### config.mk
export PLATFORM = sky130hd
export DESIGN_NAME = dmm_packet_decoder_unit
export DESIGN_NICKNAME = d
export VERILOG_FILES = /design/src/sv/dmm_pd_pkg.sv /design/src/sv/dmm_pd_decode.sv /design/src/sv/dmm_packet_decoder_unit.sv
export VERILOG_INCLUDE_DIRS = /design/src /design/src/sv
export SDC_FILE = /design/constraint.sdc
export NUM_CORES = 1
export LEC_CHECK = 0
export BUFFER_PORTS_ARGS = -buffer_cell sky130_fd_sc_hd__buf_4
export CAP_MARGIN = 10
export CORE_MARGIN = 2
export CORE_UTILIZATION = 54
export DETAILED_ROUTE_END_ITERATION = 16
export GPL_ROUTABILITY_DRIVEN = 0
export PLACE_DENSITY = 0.79
export SLEW_MARGIN = 20
export SYNTH_ARGS = -nofsm -noshare
export SYNTH_HDL_FRONTEND = slang
export SYNTH_SLANG_ARGS = --single-unit
### constraint.sdc
create_clock -name clk -period 7.8 [get_ports clk]
set_input_delay 1.95 -clock clk [delete_from_list [all_inputs] [get_ports clk]]
set_output_delay 1.95 -clock clk [all_outputs]
set_load 0.05 [all_outputs]
### src/sv/dmm_packet_decoder_unit_assert.svh
// ----------------------------------------------------------------------------
// dmm_packet_decoder_unit assertion macros
// Clocked property checks, reset-qualified or always on, used by the decoder RTL.
// ----------------------------------------------------------------------------
`ifndef DMM_PACKET_DECODER_UNIT_ASSERT_SVH
`define DMM_PACKET_DECODER_UNIT_ASSERT_SVH

// Property checked on every rising clk edge outside reset.
`define DMM_PD_ASSERT(lbl, prop, msg) \
  lbl: assert property (@(posedge clk) disable iff (!rst_n) prop) else $error(msg);

// Same, for a property that must hold even while reset is applied.
`define DMM_PD_ASSERT_ALWAYS(lbl, prop, msg) \
  lbl: assert property (@(posedge clk) prop) else $error(msg);

`endif

### src/sv/dmm_pd_pkg.sv
// ----------------------------------------------------------------------------
// dmm_pd_pkg
// Types, byte codes and range tables for the meter packet decoder.
// ----------------------------------------------------------------------------
`default_nettype none

package dmm_pd_pkg;

  // Byte positions within a 14-byte packet
  localparam int unsigned POS_W = 4;
  localparam logic [POS_W-1:0] POS_RANGE     = 4'd0;
  localparam logic [POS_W-1:0] POS_DIGIT_LO  = 4'd1;
  localparam logic [POS_W-1:0] POS_DIGIT_HI  = 4'd5;
  localparam logic [POS_W-1:0] POS_FUNCTION  = 4'd6;
  localparam logic [POS_W-1:0] POS_OPTION_LO = 4'd7;
  localparam logic [POS_W-1:0] POS_OPTION_HI = 4'd11;
  localparam logic [POS_W-1:0] POS_CR        = 4'd12;
  localparam logic [POS_W-1:0] POS_LF        = 4'd13;
  localparam logic [POS_W-1:0] POS_IDLE      = 4'd14;

  localparam int unsigned NUM_OPTIONS = 5;
  localparam int unsigned ACC_W       = 17;

  localparam logic [7:0] ASCII_ZERO = 8'h30;
  localparam logic [7:0] ASCII_NINE = 8'h39;
  localparam logic [7:0] ASCII_CR   = 8'h0D;
  localparam logic [7:0] ASCII_LF   = 8'h0A;

  // Function byte codes
  localparam logic [7:0] FN_VOLT     = 8'h3B;
  localparam logic [7:0] FN_MICROAMP = 8'h3D;
  localparam logic [7:0] FN_MILLIAMP = 8'h3F;
  localparam logic [7:0] FN_AMP_22   = 8'h30;
  localparam logic [7:0] FN_AMP_MAN  = 8'h39;
  localparam logic [7:0] FN_OHM      = 8'h33;
  localparam logic [7:0] FN_CONT     = 8'h35;
  localparam logic [7:0] FN_DIODE    = 8'h31;
  localparam logic [7:0] FN_FREQ     = 8'h32;
  localparam logic [7:0] FN_CAP      = 8'h36;
  localparam logic [7:0] FN_TEMP     = 8'h34;

  // Quantity codes
  localparam logic [3:0] QTY_NONE  = 4'd0;
  localparam logic [3:0] QTY_VOLT  = 4'd1;
  localparam logic [3:0] QTY_AMP   = 4'd2;
  localparam logic [3:0] QTY_OHM   = 4'd3;
  localparam logic [3:0] QTY_HERTZ = 4'd4;
  localparam logic [3:0] QTY_FARAD = 4'd5;
  localparam logic [3:0] QTY_DEGC  = 4'd6;
  localparam logic [3:0] QTY_DEGF  = 4'd7;
  localparam logic [3:0] QTY_CONT  = 4'd8;
  localparam logic [3:0] QTY_DIODE = 4'd9;
  localparam logic [3:0] QTY_DUTY  = 4'd10;

  // Status codes
  localparam logic [2:0] ST_OK        = 3'd0;
  localparam logic [2:0] ST_BAD_DIGIT = 3'd1;
  localparam logic [2:0] ST_BAD_RANGE = 3'd2;
  localparam logic [2:0] ST_NO_SCALE  = 3'd3;
  localparam logic [2:0] ST_ZERO_FACT = 3'd4;

  // Power-of-ten exponent per table row and range index
  localparam logic signed [4:0] EXP_TABLE [8][8] = '{
    '{-5'sd4,  -5'sd3,  -5'sd2,  -5'sd1, -5'sd5,  5'sd0,  5'sd0,  5'sd0},
    '{-5'sd8,  -5'sd7,   5'sd0,   5'sd0,  5'sd0,  5'sd0,  5'sd0,  5'sd0},
    '{-5'sd6,  -5'sd5,   5'sd0,   5'sd0,  5'sd0,  5'sd0,  5'sd0,  5'sd0},
    '{-5'sd3,   5'sd0,   5'sd0,   5'sd0,  5'sd0,  5'sd0,  5'sd0,  5'sd0},
    '{-5'sd4,  -5'sd3,  -5'sd2,  -5'sd1,  5'sd0,  5'sd0,  5'sd0,  5'sd0},
    '{-5'sd2,  -5'sd1,   5'sd0,   5'sd1,  5'sd2,  5'sd3,  5'sd4,  5'sd0},
    '{-5'sd2,  -5'sd1,   5'sd0,   5'sd0,  5'sd1,  5'sd2,  5'sd3,  5'sd4},
    '{-5'sd12, -5'sd11, -5'sd10, -5'sd9, -5'sd8, -5'sd7, -5'sd6, -5'sd5}
  };
  localparam logic [7:0] EXP_VALID [8] = '{
    8'h1F, 8'h03, 8'h03, 8'h01, 8'h1F, 8'h7F, 8'hFB, 8'hFF
  };

  // Over-limit digits "22580"
  function automatic logic [7:0] limit_digit(input logic [POS_W-1:0] pos);
    logic [7:0] d;
    unique case (pos)
      4'd1, 4'd2: d = 8'h32;
      4'd3:       d = 8'h35;
      4'd4:       d = 8'h38;
      default:    d = 8'h30;
    endcase
    return d;
  endfunction

  // Running packet fields
  typedef struct packed {
    logic [7:0]                       range_byte;
    logic [ACC_W-1:0]                 digit_acc;
    logic                             digits_valid;
    logic                             limit_match;
    logic [7:0]                       function_byte;
    logic [NUM_OPTIONS-1:0][3:0]      option_nib;
    logic                             cr_seen;
  } pkt_state_t;

  // Result item, mantissa in the low bits
  typedef struct packed {
    logic [7:0]         indicator_flags;
    logic [6:0]         measure_flags;
    logic               packet_ok;
    logic               over_limit;
    logic [2:0]         status;
    logic [3:0]         quantity;
    logic signed [4:0]  exponent;
    logic signed [17:0] mantissa;
  } result_t;

  localparam int unsigned RESULT_W = $bits(result_t);
  localparam int unsigned OUT_TDATA_W = ((RESULT_W + 7) / 8) * 8;

endpackage

`default_nettype wire

### src/sv/dmm_pd_decode.sv
// ----------------------------------------------------------------------------
// dmm_pd_decode
// Turns the collected packet fields and the final byte into one result.
// ----------------------------------------------------------------------------
`default_nettype none

module dmm_pd_decode (
  input  wire dmm_pd_pkg::pkt_state_t st,
  input  wire logic [7:0]             last_byte,
  output dmm_pd_pkg::result_t         res
);

  logic       judge, sign, ac, dc;
  logic       has_row;
  logic [2:0] row;
  logic [3:0] quantity;
  logic       cont, neg;
  logic [7:0] idx;
  logic [2:0] status;
  logic signed [17:0] mant;
  logic signed [4:0]  expo;

  assign judge = st.option_nib[0][3];
  assign sign  = st.option_nib[0][2];
  assign dc    = st.option_nib[3][3];
  assign ac    = st.option_nib[3][2];

  always_comb begin
    quantity = dmm_pd_pkg::QTY_NONE;
    has_row  = 1'b0;
    row      = 3'd0;
    unique case (st.function_byte)
      dmm_pd_pkg::FN_VOLT: begin
        quantity = dmm_pd_pkg::QTY_VOLT; has_row = 1'b1; row = 3'd0;
      end
      dmm_pd_pkg::FN_MICROAMP: begin
        quantity = dmm_pd_pkg::QTY_AMP; has_row = 1'b1; row = 3'd1;
      end
      dmm_pd_pkg::FN_MILLIAMP: begin
        quantity = dmm_pd_pkg::QTY_AMP; has_row = 1'b1; row = 3'd2;
      end
      dmm_pd_pkg::FN_AMP_22: begin
        quantity = dmm_pd_pkg::QTY_AMP; has_row = 1'b1; row = 3'd3;
      end
      dmm_pd_pkg::FN_AMP_MAN: begin
        quantity = dmm_pd_pkg::QTY_AMP; has_row = 1'b1; row = 3'd4;
      end
      dmm_pd_pkg::FN_OHM: begin
        quantity = dmm_pd_pkg::QTY_OHM; has_row = 1'b1; row = 3'd5;
      end
      dmm_pd_pkg::FN_CONT:  quantity = dmm_pd_pkg::QTY_CONT;
      dmm_pd_pkg::FN_DIODE: quantity = dmm_pd_pkg::QTY_DIODE;
      dmm_pd_pkg::FN_FREQ: begin
        // judge bit picks frequency over duty cycle
        quantity = judge ? dmm_pd_pkg::QTY_HERTZ : dmm_pd_pkg::QTY_DUTY;
        has_row  = judge;
        row      = 3'd6;
      end
      dmm_pd_pkg::FN_CAP: begin
        quantity = dmm_pd_pkg::QTY_FARAD; has_row = 1'b1; row = 3'd7;
      end
      dmm_pd_pkg::FN_TEMP:
        quantity = judge ? dmm_pd_pkg::QTY_DEGC : dmm_pd_pkg::QTY_DEGF;
      default: quantity = dmm_pd_pkg::QTY_NONE;
    endcase
  end

  assign cont = (quantity == dmm_pd_pkg::QTY_CONT);
  assign neg  = sign && (st.digit_acc != '0);
  assign idx  = st.range_byte - dmm_pd_pkg::ASCII_ZERO;

  always_comb begin
    status = dmm_pd_pkg::ST_OK;
    mant   = '0;
    expo   = '0;
    priority if (st.limit_match) begin
      mant = cont ? 18'sd1 : 18'sd0;
    end else if (!st.digits_valid) begin
      status = dmm_pd_pkg::ST_BAD_DIGIT;
    end else if (cont) begin
      mant = neg ? 18'sd0 : 18'sd1;
    end else if (neg) begin
      mant = -$signed({1'b0, st.digit_acc});
    end else begin
      mant = $signed({1'b0, st.digit_acc});
    end

    if (status == dmm_pd_pkg::ST_OK) begin
      priority if (idx > 8'd7) begin
        status = dmm_pd_pkg::ST_BAD_RANGE;
      end else if (!has_row) begin
        status = dmm_pd_pkg::ST_NO_SCALE;
      end else if (!dmm_pd_pkg::EXP_VALID[row][idx[2:0]]) begin
        status = dmm_pd_pkg::ST_ZERO_FACT;
      end else begin
        expo = dmm_pd_pkg::EXP_TABLE[row][idx[2:0]];
      end
    end
  end

  always_comb begin
    res.mantissa   = mant;
    res.exponent   = expo;
    res.quantity   = quantity;
    res.status     = status;
    res.over_limit = st.limit_match;
    res.packet_ok  = st.cr_seen && (last_byte == dmm_pd_pkg::ASCII_LF) && !(ac && dc);
    res.measure_flags = {st.option_nib[1][1], st.option_nib[1][2], st.option_nib[1][3],
                         st.option_nib[4][1], st.option_nib[3][1], dc, ac};
    res.indicator_flags = {st.option_nib[4][0], st.option_nib[4][2], st.option_nib[3][0],
                           st.option_nib[2][1], st.option_nib[2][2], st.option_nib[0][0],
                           st.option_nib[0][1], judge};
  end

endmodule

`default_nettype wire

### src/sv/dmm_packet_decoder_unit.sv
// ----------------------------------------------------------------------------
// dmm_packet_decoder_unit
// Decoder for the 14-byte serial packet of a digital multimeter.
// ----------------------------------------------------------------------------
// Usage:
//   Input stream: one packet byte per request in in_tdata; in_tuser high marks
//   the range byte (byte 0) and restarts decoding even mid-packet. After reset
//   an unmarked byte is also taken as byte 0. Bytes after byte 13 are dropped
//   until the next marked byte.
//   Result stream: one request per packet, built from the running fields and
//   byte 13 and registered (in the second result register if the first waits).
//   Throughput: one byte per cycle while in_tready is high; each byte updates
//   the registered running fields, and the decode of byte 13 is one level of
//   logic ahead of the result register.
//   Stall: a second result register catches a result while the first waits;
//   in_tready drops only when both hold results.
//   Reset (rst_n low, synchronous): both result registers empty, packet
//   position at byte 0, running fields at their start values.
// ----------------------------------------------------------------------------
`default_nettype none

module dmm_packet_decoder_unit (
  input  wire logic                                 clk,
  input  wire logic                                 rst_n,
  input  wire logic                                 in_tvalid,
  output logic                                      in_tready,
  input  wire logic [7:0]                           in_tdata,   // [7:0] data_byte
  input  wire logic                                 in_tuser,   // [0] packet_start
  output logic                                      out_tvalid,
  input  wire logic                                 out_tready,
  // [17:0] mantissa, [22:18] exponent, [26:23] quantity, [29:27] status,
  // [30] over_limit, [31] packet_ok, [38:32] measure_flags,
  // [46:39] indicator_flags, [47] zero
  output logic [dmm_pd_pkg::OUT_TDATA_W-1:0]        out_tdata
);

  `include "dmm_packet_decoder_unit_assert.svh"

  localparam int unsigned PAD_W = dmm_pd_pkg::OUT_TDATA_W - dmm_pd_pkg::RESULT_W;
  localparam int unsigned ACC_MUL_W = dmm_pd_pkg::ACC_W + 4;

  logic [dmm_pd_pkg::POS_W-1:0] pos_r, pos_nxt, pos_cur;
  dmm_pd_pkg::pkt_state_t       st_r, st_nxt;
  dmm_pd_pkg::result_t          dec_res;
  dmm_pd_pkg::result_t          out_r, skid_r;
  logic                         out_v_r, skid_v_r;
  logic                         in_fire, push, pop;
  logic [ACC_MUL_W-1:0]         acc_mul;
  logic                         is_digit;

  assign in_tready = !skid_v_r;
  assign in_fire   = in_tvalid && in_tready;
  assign pos_cur   = in_tuser ? dmm_pd_pkg::POS_RANGE : pos_r;
  assign push      = in_fire && (pos_cur == dmm_pd_pkg::POS_LF);
  assign pop       = out_v_r && out_tready;

  assign is_digit = (in_tdata >= dmm_pd_pkg::ASCII_ZERO) && (in_tdata <= dmm_pd_pkg::ASCII_NINE);
  // acc * 10 as (acc << 3) + (acc << 1), then the digit value
  assign acc_mul  = {1'b0, st_r.digit_acc, 3'b000} + {3'b000, st_r.digit_acc, 1'b0}
                    + {{(ACC_MUL_W-4){1'b0}}, in_tdata[3:0]};

  always_comb begin
    st_nxt  = st_r;
    pos_nxt = pos_r;
    if (in_fire && (pos_cur < dmm_pd_pkg::POS_IDLE)) begin
      pos_nxt = pos_cur + 4'd1;
      priority if (pos_cur == dmm_pd_pkg::POS_RANGE) begin
        st_nxt.range_byte   = in_tdata;
        st_nxt.digit_acc    = '0;
        st_nxt.digits_valid = 1'b1;
        st_nxt.limit_match  = 1'b1;
        st_nxt.cr_seen      = 1'b0;
      end else if (pos_cur <= dmm_pd_pkg::POS_DIGIT_HI) begin
        if (!is_digit) begin
          st_nxt.digits_valid = 1'b0;
        end else if (st_r.digits_valid) begin
          st_nxt.digit_acc = acc_mul[dmm_pd_pkg::ACC_W-1:0];
        end
        if (in_tdata != dmm_pd_pkg::limit_digit(pos_cur)) begin
          st_nxt.limit_match = 1'b0;
        end
      end else if (pos_cur == dmm_pd_pkg::POS_FUNCTION) begin
        st_nxt.function_byte = in_tdata;
      end else if (pos_cur <= dmm_pd_pkg::POS_OPTION_HI) begin
        st_nxt.option_nib[3'(pos_cur - dmm_pd_pkg::POS_OPTION_LO)] = in_tdata[3:0];
      end else if (pos_cur == dmm_pd_pkg::POS_CR) begin
        st_nxt.cr_seen = (in_tdata == dmm_pd_pkg::ASCII_CR);
      end else begin
        pos_nxt = dmm_pd_pkg::POS_IDLE;
      end
    end
  end

  dmm_pd_decode u_decode (
    .st        (st_r),
    .last_byte (in_tdata),
    .res       (dec_res)
  );

  always_ff @(posedge clk) begin
    if (!rst_n) begin
      pos_r    <= dmm_pd_pkg::POS_RANGE;
      st_r     <= '{range_byte: 8'h00, digit_acc: '0, digits_valid: 1'b1,
                    limit_match: 1'b1, function_byte: 8'h00, option_nib: '0,
                    cr_seen: 1'b0};
      out_v_r  <= 1'b0;
      skid_v_r <= 1'b0;
    end else begin
      pos_r <= pos_nxt;
      st_r  <= st_nxt;
      if (pop || !out_v_r) begin
        if (skid_v_r) begin
          out_r    <= skid_r;
          out_v_r  <= 1'b1;
          skid_v_r <= 1'b0;
        end else begin
          out_r   <= dec_res;
          out_v_r <= push;
        end
      end else if (push) begin
        skid_r   <= dec_res;
        skid_v_r <= 1'b1;
      end
    end
  end

  assign out_tvalid = out_v_r;
  assign out_tdata  = {{PAD_W{1'b0}}, out_r};

  `DMM_PD_ASSERT(a_skid_needs_out, skid_v_r |-> out_v_r, "skid holds a result while output empty")
  `DMM_PD_ASSERT(a_idle_after_lf, push |=> (pos_r == dmm_pd_pkg::POS_IDLE), "position not idle after last byte")
  `DMM_PD_ASSERT(a_no_scale_zero_exp, (out_v_r && (out_r.status != dmm_pd_pkg::ST_OK)) |-> (out_r.exponent == 5'sd0), "exponent set on failed scale")
  `DMM_PD_ASSERT(a_limit_not_bad_digit, (out_v_r && out_r.over_limit) |-> (out_r.status != dmm_pd_pkg::ST_BAD_DIGIT), "over-limit result flagged as bad digit")
  `DMM_PD_ASSERT(a_pos_range, (pos_r <= dmm_pd_pkg::POS_IDLE), "packet position beyond idle")

endmodule

`default_nettype wire

==> results.sh <==
export IMPL_status="complete, no violations"
export IMPL_slew_viol_final=0
export IMPL_place_hpwl_mm=12.2
export IMPL_internal_power_mw=1.37
export IMPL_fin_cells=1012
export IMPL_coreArea_um2=14600
export IMPL_setup_viol=0
export IMPL_crit_path_max_incr_delay_ns=0.52
export IMPL_nNetsFinal=871
export IMPL_finalCritPeriodShare_pct=53.4
export IMPL_via_count=6143
export IMPL_seq_area_frac_synth_pct=48.8
export IMPL_h_tree_depth=4
export IMPL_rows=44
export IMPL_antenna_found_initial=0
export IMPL_share_seq_of_total_power_pct=48.8
export IMPL_critical_path_max_fanout=12
export IMPL_p_switching_mw=0.426
export IMPL_rr_worst_depth=12
export IMPL_cp_depth=9
export IMPL_drive_above_1_share_pct=16.3
export IMPL_r2r_start="st_r[24]"
export IMPL_period_needed_ns=4.16
export IMPL_die_area_um2=16100
export IMPL_rsz0062_at_grt="no"
export IMPL_start_util_pct=55.8
export IMPL_cts_max_path_buffers=2
export IMPL_drt_iter0_markers=719
export IMPL_crit_family="simple AND/OR/NAND/NOR gates"
export IMPL_final_common_cell="edfxtp_1"
export IMPL_post_synth_top_area_cell="edfxtp_1"
export IMPL_cts_hold_buf=0
export IMPL_drtAntennaViolNets=0
export IMPL_cap_violations=0
export IMPL_synth_area_leaders="edfxtp_1 (35%), dfxtp_1 (14%), ha_1 (6.3%), nand2_1 (3.9%), mux2_2 (3.7%)"
export IMPL_synth_distinct_cells=74
export IMPL_wl_mm=18.1
export IMPL_reg2reg_slack_ns=4.35
export IMPL_synth_area_um2=8170
export IMPL_ios=63
export IMPL_synth_ff_type="edfxtp_1"
export IMPL_areaGrowthSynthToFinish_pct=13.3
export IMPL_fmax_mhz=240
export IMPL_setup_worst_path_end="st_r[44]"
export IMPL_vias_per_cell=6.07
export IMPL_crit_arrival_ns=4.52
export IMPL_grt_overflow=0
export IMPL_r2r_end="out_tdata[22]"
export IMPL_timing_hold_ws_ns=0.459
export IMPL_cp_startpoint="in_tuser"
export IMPL_clock_latency_ns=0.42
export IMPL_tightest_slew_ns=0.993
export IMPL_cts_sinks=152
export IMPL_end_kind="flip-flop"
export IMPL_clk_pin_slew_ns=0.06
export IMPL_wl_per_cell_um=17.9
export IMPL_synth_top_cell_area_share_pct=34.6
export IMPL_grt_pass1_vias=6053
export IMPL_synth_seq_cells=152
export IMPL_grt_pass1_wl_mm=29.9
export IMPL_yosys_warnings=0
export IMPL_synth_enable_flop_cells=94
export IMPL_syn_num_nets=834
export IMPL_port_buffers=61
export IMPL_p_sw_share_pct=23.7
export IMPL_worstPathRequired_ns=8.16
export IMPL_pwr_share_comb_pct=7.1
export IMPL_grt_max_degree=65
export IMPL_hold_violations=0
export IMPL_path_buf_inv=2
export IMPL_skew_ns=0.00930
export IMPL_min_path_type="flip-flop to flip-flop"
export IMPL_irDropWorstVdd_mv=0.140
export IMPL_cts_tree="built"
export IMPL_powerDensity_nw_per_um2=194
export IMPL_syn_avg_cell_area_um2=10.5
export IMPL_layout_common_cells="edfxtp_1 (94), nand2_1 (85), buf_4 (64)"
export IMPL_num_antenna_cells=0
export IMPL_placed_cells=980
export IMPL_die_w_um=127
export IMPL_p_leak_nw=3.80
export IMPL_clockPowerShare_pct=44.1
export IMPL_gr_usage_all_layers_pct=23.1
export IMPL_synthCells=778
export IMPL_cts_resized=0
export IMPL_critical_path_class="primary input to flip-flop"
export IMPL_cp_cell_sequence="buf_4, nor2b_1, inv_1, ha_1, a2111oi_0, nand4_1, nor4_1, a31oi_1, nand2_1"
export IMPL_first_pass_iters=5
export IMPL_slowest_stage="nand4_1"
export IMPL_route_detailed_drc=0
export IMPL_fin_setup_tns_ns=0
export IMPL_synth_async_reset_ratio_pct=0
export IMPL_start_kind="primary input"
export IMPL_cts_root_buf="clkbuf_16"
export IMPL_max_slew_margin_rel_pct=33.7
export IMPL_die_y_um=127
export IMPL_cts_buffers=17
export IMPL_post_cts_buffers=0
cells in the mapped netlist (all sizes together), types with 9 or more instances:
cell type,n
mux2,27
clkbuf,33
edfxtp,94
xor2,13
o21a,9
nor2,42
nand2,85
xnor2,15
o31ai,24
buf,13
and2,9
inv,24
nand3,35
a21oi,25
mux2i,24
o21ai,32
dfxtp,58
a21boi,20
ha,41
nor3,19
nor2b,26
how the worst min path moves through the flow:
stage / end / slack, ns / from / cells past startpoint
2_1_floorplan: skid_r[36] / 0.43 / st_r[8] / 0
3_3_place_gp: skid_r[45] / 0.44 / st_r[19] / 0
3_5_place_dp: skid_r[35] / 0.45 / st_r[18] / 0
4_1_cts: skid_r[44] / 0.46 / st_r[13] / 0
5_1_grt: skid_r[44] / 0.47 / st_r[13] / 0
6_report: skid_r[44] / 0.46 / st_r[13] / 0
per-stage QoR:
stage | util, % | total power, mW | setup WS [ns] | area, um2
floorplan | - | 0.979 | 1.49 | 8170
global placement | 59.3 | 1.01 | 3.44 | 8680
detailed placement | 59.3 | 1.02 | 3.25 | 8680
CTS | 63.1 | 1.80 | 3.71 | 9250
global route | 63.1 | 1.84 | 3.26 | 9250
finish | 63.1 | 1.79 | 3.64 | 9250
registers in the layout (all words and copies together) (netlist names):
name	cells
st_r	52
out_tdata	47
skid_r	47
pos_r	4
out_tvalid	1
skid_v_r	1
worst register-to-register path, cell delays in order (launching register included):
cell and delay, ns:
dfxtp_1 0.75, nand2_1 0.17, o21ai_0 0.19, a22o_1 0.15, nand2_1 0.12, inv_1 0.14, ha_1 0.25, nor2b_1 0.26
nor2_1 0.08, a2111oi_0 0.41, a211o_1 0.20, or2_1 0.30, o41ai_2 0.14
cell families after synthesis:
logic type / Yosys count / share of synthesized area, %
adders and majority gates: 43 / 6.77
and+or+nand+nor: 265 / 16.3
other: 1 / 0.0459
muxes: 52 / 6.94
buffers and inverters: 70 / 3.60
DFF: 152 / 48.8
xor gates and xnor gates: 28 / 3.00
AOI/OAI and AO/OA: 167 / 14.6
cell type report:
class / instances / area, um2
Timing Repair Buffer: 64 / 480
Tap cell: 184 / 230
Clock buffer: 22 / 475
Inverter: 24 / 90.1
Fill cell: 1145 / 5400
Sequential cell: 152 / 3990
Multi-Input combinational cell: 556 / 3890
Clock inverter: 10 / 92.6
power by group through the flow:
stage / sequential [mW] / combinational [mW] / clock (mW)
final: 0.874 / 0.128 / 0.791
after global routing: 0.875 / 0.136 / 0.829
after CTS: 0.873 / 0.126 / 0.796
after detailed placement: 0.891 / 0.126 / 0
after global placement: 0.890 / 0.121 / 0
after floorplan: 0.917 / 0.0616 / 0
per-layer routing:
layer | up-vias | part of all wire, % | GRT usage [%]
met5 | - | 0 | 0
li1 | 2921 | - | -
met2 | 198 | 48 | 37.7
met3 | 45 | 4.7 | 4.22
met4 | 0 | 2.1 | 8.66
met1 | 2979 | 45 | 30.8
(Power assumes the default switching activity.)
